File: config.mk
export PLATFORM = sky130hd
export DESIGN_NAME = hex_ucs2_to_utf8_transcoder_top_flat
export DESIGN_NICKNAME = d
export VERILOG_FILES = /design/src/rtl/hut_pkg.sv /design/src/rtl/hut_in_if.sv /design/src/rtl/hut_out_if.sv /design/src/rtl/hex_ucs2_to_utf8_transcoder_top.sv /design/src/flat_wrapper.sv
export SDC_FILE = /design/constraint.sdc
export NUM_CORES = 1
export LEC_CHECK = 0
export BUFFER_PORTS_ARGS = -buffer_cell sky130_fd_sc_hd__buf_2
export CAP_MARGIN = 20
export CORE_MARGIN = 2
export CORE_UTILIZATION = 63
export DETAILED_ROUTE_END_ITERATION = 12
export GPL_ROUTABILITY_DRIVEN = 0
export PLACE_DENSITY = 0.89
export SYNTH_ARGS = -nofsm -noshare
export SYNTH_HDL_FRONTEND = slang
export SYNTH_SLANG_ARGS = --single-unit
File: constraint.sdc
create_clock -name i_clk -period 8.8 [get_ports i_clk]
set_input_delay 0.88 -clock i_clk [delete_from_list [all_inputs] [get_ports i_clk]]
set_output_delay 0.88 -clock i_clk [all_outputs]
set_load 0.03 [all_outputs]
File: src/rtl/hut_pkg.sv
// ----------------------------------------------------------------------------
// hut_pkg
// Types and constants shared by the hex text to UTF-8 transcoder.
// ----------------------------------------------------------------------------
package hut_pkg;

    localparam int unsigned GrpBytes = 5;

    typedef enum logic [1:0] {
        REASON_TERM   = 2'd0,
        REASON_BUDGET = 2'd1,
        REASON_NOFIT  = 2'd2
    } t_reason;

    localparam logic [7:0]  CHR_NUL   = 8'h00;
    localparam logic [7:0]  CHR_QUOTE = 8'h22;
    localparam logic [7:0]  CHR_SPACE = 8'h20;
    localparam logic [7:0]  CHR_LOW_A = 8'h61;
    localparam logic [7:0]  CHR_UP_A  = 8'h41;
    localparam logic [7:0]  CHR_ZERO  = 8'h30;

    localparam logic [15:0] LIM_1B    = 16'h007F;
    localparam logic [15:0] LIM_2B    = 16'h07FF;
    localparam logic [15:0] LIM_3B    = 16'hD7FF;
    localparam logic [15:0] LIM_LEAD  = 16'hF8FF;
    localparam logic [15:0] LEAD_OFS  = 16'h0040;

    localparam logic [7:0]  PFX_2B    = 8'hC0;
    localparam logic [7:0]  PFX_3B    = 8'hE0;
    localparam logic [7:0]  PFX_4B    = 8'hF0;
    localparam logic [7:0]  PFX_CONT  = 8'h80;

    // result bytes caused by one input word
    typedef struct packed {
        logic [GrpBytes-1:0][7:0] bytes;
        logic [2:0]               cnt;
        logic                     fin;
        t_reason                  why;
    } t_grp;

endpackage

File: src/rtl/hut_in_if.sv
// ----------------------------------------------------------------------------
// hut_in_if
// Input channel: one hex text character per word.
// ----------------------------------------------------------------------------
interface hut_in_if;
    logic        valid;
    logic        ready;
    logic [7:0]  char_in;
    logic        first_char;
    logic [15:0] out_budget;

    modport source (output valid, output char_in, output first_char, output out_budget,
                    input ready);
    modport sink   (input valid, input char_in, input first_char, input out_budget,
                    output ready);
endinterface

File: src/rtl/hut_out_if.sv
// ----------------------------------------------------------------------------
// hut_out_if
// Output channel: one UTF-8 byte or the terminating zero per word.
// ----------------------------------------------------------------------------
interface hut_out_if;
    logic       valid;
    logic       ready;
    logic [7:0] out_byte;
    logic       last_byte;
    logic [1:0] end_reason;

    modport source (output valid, output out_byte, output last_byte, output end_reason,
                    input ready);
    modport sink   (input valid, input out_byte, input last_byte, input end_reason,
                    output ready);
endinterface

File: src/rtl/hex_ucs2_to_utf8_transcoder_top.sv
// ----------------------------------------------------------------------------
// hex_ucs2_to_utf8_transcoder_top
// Result groups are registered, into the draining slot or else the pending slot.
// Throughput: one input word per cycle while the pending group slot is free;
// output runs one byte per cycle while the sink is ready.
// Two result groups are buffered (draining + pending); input stalls when full.
// Reset (synchronous, active low) clears the string state and empties the queue.
// ----------------------------------------------------------------------------
module hex_ucs2_to_utf8_transcoder_top (
    input  logic  i_clk,
    input  logic  i_rst_n,
    hut_in_if.sink    i_in,
    hut_out_if.source o_out
);

    // string state
    logic [15:0] r_accum,   n_accum;
    logic [1:0]  r_nib_cnt, n_nib_cnt;
    logic        r_lead_pend, n_lead_pend;
    logic [15:0] r_lead,    n_lead;
    logic [15:0] r_left,    n_left;
    logic        r_at_start, n_at_start;
    logic        r_done,    n_done;

    // result queue
    hut_pkg::t_grp r_cur, r_pend, g_new;
    logic          r_cur_vld, r_pend_vld;
    logic [2:0]    r_idx;

    logic          in_fire, out_fire, idx_last, cur_free, new_vld;
    logic          go;
    logic [7:0]    c;
    logic [7:0]    nib_full;
    logic [15:0]   v, v1;

    assign c        = i_in.char_in;
    assign i_in.ready = !r_pend_vld;
    assign in_fire  = i_in.valid && i_in.ready;
    assign out_fire = o_out.valid && o_out.ready;
    assign idx_last = (r_idx == r_cur.cnt - 3'd1);
    assign cur_free = !r_cur_vld || (out_fire && idx_last);
    assign new_vld  = in_fire && (g_new.cnt != 3'd0);

    // hex digit by subtraction, low four bits kept
    always_comb begin
        priority if (c >= hut_pkg::CHR_LOW_A) begin
            nib_full = c - hut_pkg::CHR_LOW_A + 8'd10;
        end else if (c >= hut_pkg::CHR_UP_A) begin
            nib_full = c - hut_pkg::CHR_UP_A + 8'd10;
        end else begin
            nib_full = c - hut_pkg::CHR_ZERO;
        end
    end

    always_comb begin
        n_accum    = r_accum;
        n_nib_cnt  = r_nib_cnt;
        n_lead_pend = r_lead_pend;
        n_lead     = r_lead;
        n_left     = r_left;
        n_at_start = r_at_start;
        n_done     = r_done;
        g_new      = '0;
        go         = 1'b1;
        v          = '0;
        v1         = '0;

        if (i_in.first_char) begin
            n_accum     = '0;
            n_nib_cnt   = '0;
            n_lead_pend = 1'b0;
            n_lead      = '0;
            n_left      = i_in.out_budget;
            n_at_start  = 1'b1;
            n_done      = 1'b0;
            if (i_in.out_budget <= 16'd1) begin
                n_at_start = 1'b0;
                n_done     = 1'b1;
                g_new.fin  = 1'b1;
                g_new.why  = hut_pkg::REASON_BUDGET;
                g_new.cnt  = 3'd1;
                go         = 1'b0;
            end
        end

        if (go && n_done) begin
            go = 1'b0;
        end

        // optional leading quote
        if (go && n_at_start) begin
            n_at_start = 1'b0;
            if (c == hut_pkg::CHR_QUOTE) begin
                go = 1'b0;
            end
        end

        // terminator only on a unit boundary outside a pair
        if (go && n_nib_cnt == 2'd0 && !n_lead_pend &&
            (c == hut_pkg::CHR_NUL || c == hut_pkg::CHR_QUOTE)) begin
            n_done    = 1'b1;
            g_new.fin = 1'b1;
            g_new.why = hut_pkg::REASON_TERM;
            g_new.cnt = 3'd1;
            go        = 1'b0;
        end

        if (go) begin
            n_accum = {n_accum[11:0], nib_full[3:0]};
            if (n_nib_cnt != 2'd3) begin
                n_nib_cnt = n_nib_cnt + 2'd1;
                go        = 1'b0;
            end else begin
                n_nib_cnt = 2'd0;
            end
        end

        if (go) begin
            v  = n_accum;
            v1 = n_lead + hut_pkg::LEAD_OFS;
            priority if (n_lead_pend) begin
                g_new.bytes[0] = hut_pkg::PFX_4B | {5'd0, v1[10:8]};
                g_new.bytes[1] = hut_pkg::PFX_CONT | {2'd0, v1[7:2]};
                g_new.bytes[2] = hut_pkg::PFX_CONT | {2'd0, v1[1:0], v[9:6]};
                g_new.bytes[3] = hut_pkg::PFX_CONT | {2'd0, v[5:0]};
                g_new.cnt      = 3'd4;
                n_left         = n_left - 16'd4;
                n_lead_pend    = 1'b0;
            end else if (v <= hut_pkg::LIM_1B) begin
                g_new.bytes[0] = v[7:0];
                g_new.cnt      = 3'd1;
                n_left         = n_left - 16'd1;
            end else if (v <= hut_pkg::LIM_2B) begin
                if (n_left < 16'd3) begin
                    go = 1'b0;
                end else begin
                    g_new.bytes[0] = hut_pkg::PFX_2B | {3'd0, v[10:6]};
                    g_new.bytes[1] = hut_pkg::PFX_CONT | {2'd0, v[5:0]};
                    g_new.cnt      = 3'd2;
                    n_left         = n_left - 16'd2;
                end
            end else if (v <= hut_pkg::LIM_3B) begin
                if (n_left < 16'd4) begin
                    go = 1'b0;
                end else begin
                    g_new.bytes[0] = hut_pkg::PFX_3B | {4'd0, v[15:12]};
                    g_new.bytes[1] = hut_pkg::PFX_CONT | {2'd0, v[11:6]};
                    g_new.bytes[2] = hut_pkg::PFX_CONT | {2'd0, v[5:0]};
                    g_new.cnt      = 3'd3;
                    n_left         = n_left - 16'd3;
                end
            end else if (v <= hut_pkg::LIM_LEAD) begin
                if (n_left < 16'd5) begin
                    go = 1'b0;
                end else begin
                    n_lead_pend = 1'b1;
                    n_lead      = v;
                end
            end else begin
                g_new.bytes[0] = hut_pkg::CHR_SPACE;
                g_new.cnt      = 3'd1;
                n_left         = n_left - 16'd1;
            end

            if (!go) begin
                // sequence does not fit
                n_done    = 1'b1;
                g_new.fin = 1'b1;
                g_new.why = hut_pkg::REASON_NOFIT;
                g_new.cnt = 3'd1;
            end else if (!n_lead_pend && n_left <= 16'd1) begin
                // final zero after the unit bytes; byte slot already zero
                n_done    = 1'b1;
                g_new.fin = 1'b1;
                g_new.why = hut_pkg::REASON_BUDGET;
                g_new.cnt = g_new.cnt + 3'd1;
            end
        end
    end

    always_ff @(posedge i_clk) begin
        if (!i_rst_n) begin
            r_accum     <= '0;
            r_nib_cnt   <= '0;
            r_lead_pend <= 1'b0;
            r_lead      <= '0;
            r_left      <= '0;
            r_at_start  <= 1'b1;
            r_done      <= 1'b1;
        end else if (in_fire) begin
            r_accum     <= n_accum;
            r_nib_cnt   <= n_nib_cnt;
            r_lead_pend <= n_lead_pend;
            r_lead      <= n_lead;
            r_left      <= n_left;
            r_at_start  <= n_at_start;
            r_done      <= n_done;
        end
    end

    always_ff @(posedge i_clk) begin
        if (!i_rst_n) begin
            r_cur_vld  <= 1'b0;
            r_pend_vld <= 1'b0;
            r_idx      <= '0;
        end else begin
            if (cur_free) begin
                r_idx <= '0;
                if (r_pend_vld) begin
                    r_cur      <= r_pend;
                    r_cur_vld  <= 1'b1;
                    r_pend     <= g_new;
                    r_pend_vld <= new_vld;
                end else begin
                    r_cur      <= g_new;
                    r_cur_vld  <= new_vld;
                end
            end else begin
                if (out_fire) begin
                    r_idx <= r_idx + 3'd1;
                end
                if (new_vld) begin
                    r_pend     <= g_new;
                    r_pend_vld <= 1'b1;
                end
            end
        end
    end

    assign o_out.valid      = r_cur_vld;
    assign o_out.out_byte   = r_cur.bytes[r_idx];
    assign o_out.last_byte  = r_cur.fin && idx_last;
    assign o_out.end_reason = (r_cur.fin && idx_last) ? r_cur.why : hut_pkg::REASON_TERM;

endmodule

File: src/flat_wrapper.sv
// flat-port wrapper written by rule: the top's interface ports become plain ports
module hex_ucs2_to_utf8_transcoder_top_flat 
  (i_clk, i_rst_n, i_in_valid, i_in_char_in, i_in_first_char, i_in_out_budget, i_in_ready, o_out_valid, o_out_out_byte, o_out_last_byte, o_out_end_reason, o_out_ready);
  hut_in_if i_in_i ();
  hut_out_if o_out_i ();
  input  logic i_clk;
  input  logic i_rst_n;
  input wire logic [$bits(i_in_i.valid)-1:0] i_in_valid;
  input wire logic [$bits(i_in_i.char_in)-1:0] i_in_char_in;
  input wire logic [$bits(i_in_i.first_char)-1:0] i_in_first_char;
  input wire logic [$bits(i_in_i.out_budget)-1:0] i_in_out_budget;
  output wire logic [$bits(i_in_i.ready)-1:0] i_in_ready;
  output wire logic [$bits(o_out_i.valid)-1:0] o_out_valid;
  output wire logic [$bits(o_out_i.out_byte)-1:0] o_out_out_byte;
  output wire logic [$bits(o_out_i.last_byte)-1:0] o_out_last_byte;
  output wire logic [$bits(o_out_i.end_reason)-1:0] o_out_end_reason;
  input wire logic [$bits(o_out_i.ready)-1:0] o_out_ready;
  assign i_in_i.valid = i_in_valid;
  assign i_in_i.char_in = i_in_char_in;
  assign i_in_i.first_char = i_in_first_char;
  assign i_in_i.out_budget = i_in_out_budget;
  assign i_in_ready = i_in_i.ready;
  assign o_out_valid = o_out_i.valid;
  assign o_out_out_byte = o_out_i.out_byte;
  assign o_out_last_byte = o_out_i.last_byte;
  assign o_out_end_reason = o_out_i.end_reason;
  assign o_out_i.ready = o_out_ready;
  hex_ucs2_to_utf8_transcoder_top u_core (.i_clk(i_clk), .i_rst_n(i_rst_n), .i_in(i_in_i), .o_out(o_out_i));
endmodule
==> results.cfg <==
[pwr]
pwr_density_cell_nw_per_um2 = 174
p_total_mw = 1.61
worst_ir_drop_vdd_v = 0.000119
p_leak_nw = 3.45

[clock_network]
cts_root_buf = clkbuf_16
cts_resized = 0
cts-hold-fix-buffers = 0
post-cts-setup-buffer-count = 0
cts_tree = done
cts_buffers = 17
clkLatencyLatePin_ns = 0.43
htree_levels = 4
clock_sinks = 123
clk_pin_slew_worst_paths_ns = 0.05
cts_max_path_buffers = 2

[worst_setup_path]
crit_path_top_delay_cell = mux2i_1
path_common_cell = nor2_1
slowest_delay_ns = 0.69
crit_required_ns = 8.88
arrival_ns = 6.62
cp_max_fo = 32
crit_path_end_kind = flop
critical-path-top-delay-family = simple AND/OR/NAND/NOR gates
crit_buf_inv = 2
startpoint_type = input pin
crit_chain = buf_2 -> mux2i_1 -> ha_1 -> nor4b_1 -> nor2_1 -> nor4_4 -> a211o_1 -> or2_1 -> nand3_2 -> a31oi_4 -> o21ai_0 -> a221oi_2 -> nand4_4 -> nor2b_4 -> nor3_2 -> nor2_1 -> o22ai_2 -> buf_4
critPathKind = input pin to flop

[floorplan]
pin_count = 42
start_util = 0.638
die_h_microns = 119
rows = 42
die-area_sq_um = 14200
core_area_sq_um = 13100
die_x_microns = 119

[logic_synthesis]
yosysSeqAreaShare = 0.379
synthAdderAreaFrac = 0.0270
yosys.cell_types.count = 85
synth.cell_area_sq_um = 8350
synth_xor_xnor_area_share = 0.0367
synth_area_leader_cell = edfxtp_1
synth_warnings = 0
ys_seq_elements = 123
synth_ff_type = edfxtp_1
synth_compound_area_frac = 0.199
synth_top_area_share = 0.252
ys_top_cells_by_count = 117 x nand2_1, 75 x nor2_1, 70 x edfxtp_1, 53 x dfxtp_1, 44 x o21ai_0
ys_top_cells_by_area = edfxtp_1 25%, dfxtp_1 13%, nand2_1 5.3%
avgSynthCellArea_sq_um = 8.94
synth.most_common_cell = nand2_1
syn_nets = 981
syn_inst = 934
synth_edf_count = 70
synth_top_family_by_area = simple AND/OR/NAND/NOR gates
synthMuxAreaShare = 0.0811
async_flop_share = 0
synthSimpleGateAreaFrac = 0.234

[global_route]
grt_max_degree = 54
antenna_found_initial = 0
first_global_vias = 7371
grt_pass1_wl_mm = 38.4
track_usage = 0.346
gr-total-overflow = 0

[placed_design]
dpl_cell_area_sq_um = 8610
io_buffers = 41
hpwl_mm = 16.0

[sta]
fin_crit_ns = 6.54
slew_violations = 0
hold_viol = 0
worst_pin_slew_ns = 1.15
grt_setup_unrepaired = no
maxSlewHeadroom = 0.227
setup_viol = 0
finClkSkew_ns = 0.00807
fmax_mhz = 153
tns_ns = 0
fin_crit_sh = 0.743

[final_layout]
area_growth_pct = 10.6
final_layout_size_suffix_gt1_frac = 0.149
diodes = 0
fin_area_sq_um = 9230
fin_nets = 993

[routing]
vias = 7797
drtIter0Drc = 1102
first_pass_iters = 7
drc = 0
wl_mm = 24.0
viasPerCell = 6.87
wl_per_cell_microns = 21.1
detail-route-antenna-nets = 0

[worst_hold_path]
hold_class = flop to flop

[status]
outcome = completed

[run]
maxCapViolCount = 0
## per-stage QoR
| step | cells | util | hold WS (ns) | setup slack, ns |
|---|---|---|---|---|
| 2_1_floorplan | 934 | - | 0.440 | 1.15 |
| 3_3_place_gp | 1102 | 0.658 | 0.453 | 2.22 |
| 3_5_place_dp | 1103 | 0.658 | 0.461 | 2.06 |
| 4_1_cts | 1135 | 0.706 | 0.467 | 2.49 |
| 5_1_grt | 1135 | 0.706 | 0.511 | 1.77 |
| 6_report | 1135 | 0.706 | 0.471 | 2.26 |
## flip-flops by register name (all words and copies together), names as in the netlist
name and count:
u_core.r_at_start 1, u_core.r_nib_cnt 2, u_core.r_left 16, u_core.r_lead 11, u_core.o_out.valid 1, u_core.r_lead_pend 1
u_core.r_pend_vld 1, u_core.r_accum 16, u_core.r_done 1, u_core.r_idx 3, u_core.r_pend 35, u_core.r_cur 35
## layout by cell type (no fill, tap or decap), types with 21 or more instances in the layout
cell | netlist | final
nor2_1 | 75 | 75
a21oi_1 | 41 | 41
nor2b_1 | 41 | 38
mux2_2 | 23 | 23
buf_2 | 7 | 41
dfxtp_1 | 53 | 53
xnor2_1 | 22 | 22
o31ai_1 | 21 | 21
nand2_1 | 117 | 117
o21ai_0 | 44 | 44
nor3_1 | 40 | 40
mux2i_1 | 26 | 26
nand3_1 | 28 | 28
edfxtp_1 | 70 | 70
## layer usage
| layer | GRT usage | up-vias | wire (microns) |
|---|---|---|---|
| met5 | 0 | - | 0 |
| met4 | 0.203 | 0 | 1500 |
| met3 | 0.0924 | 156 | 2610 |
| met2 | 0.542 | 601 | 10900 |
| met1 | 0.430 | 3551 | 8940 |
| li1 | - | 3489 | - |
## layout make-up
type                    instances  area, sq um
clock buffers                  21          450
clock inverters                11          169
fillers                       936         3850
inverters                      20         80.1
multi-input cells             729         4840
flip-flops and latches        123         3160
well taps                     176          220
repair buffers                 55          310
## where the power goes
part	switching [mW]	internal, mW	leakage, nW
combinational	0.154	0.0843	1.95
clock	0.262	0.482	0.302
sequential	0.0110	0.617	1.20
total	0.427	1.18	3.45
## kinds of logic (layout without fill, tap and decap cells)
logic type | count (synthesis) | after routing
DFF | 123 | 123
xor gates and xnor gates | 35 | 35
muxes | 56 | 56
adders and majority gates | 18 | 18
and+or+nand+nor | 382 | 382
AOI/OAI and AO/OA | 238 | 238
buffers and inverters | 82 | 107
## worst paths after layout
kind / startpoint / end / slack [ns] / cells past startpoint
setup / recovery: i_in_first_char / u_core.r_pend[27]$_DFFE_PP_ / 2.26 / 18
hold / removal: u_core.r_lead[3]$_SDFFE_PN0P_ / u_core.r_lead[3]$_SDFFE_PN0P_ / 0.47 / 2
setup reg to reg: u_core.r_left[2]$_SDFFE_PN0P_ / u_core.r_pend[27]$_DFFE_PP_ / 3.02 / 17
hold reg to reg: u_core.r_lead[3]$_SDFFE_PN0P_ / u_core.r_lead[3]$_SDFFE_PN0P_ / 0.47 / 2
## worst reg2reg max path, stage by stage, from the launching register on
cell and delay, ns:
dfxtp_1 0.31, mux2i_1 0.55, ha_1 0.37, nor4b_1 0.45, nor2_1 0.29, nor4_4 0.52
a211o_1 0.22, or2_1 0.26, nand3_2 0.13, a31oi_4 0.30, o21ai_0 0.14, a221oi_2 0.44
nand4_4 0.23, nor2b_4 0.19, nor3_2 0.24, nor2_1 0.08, o22ai_2 0.29, buf_4 0.43
Power figures use the tool's default switching activity.
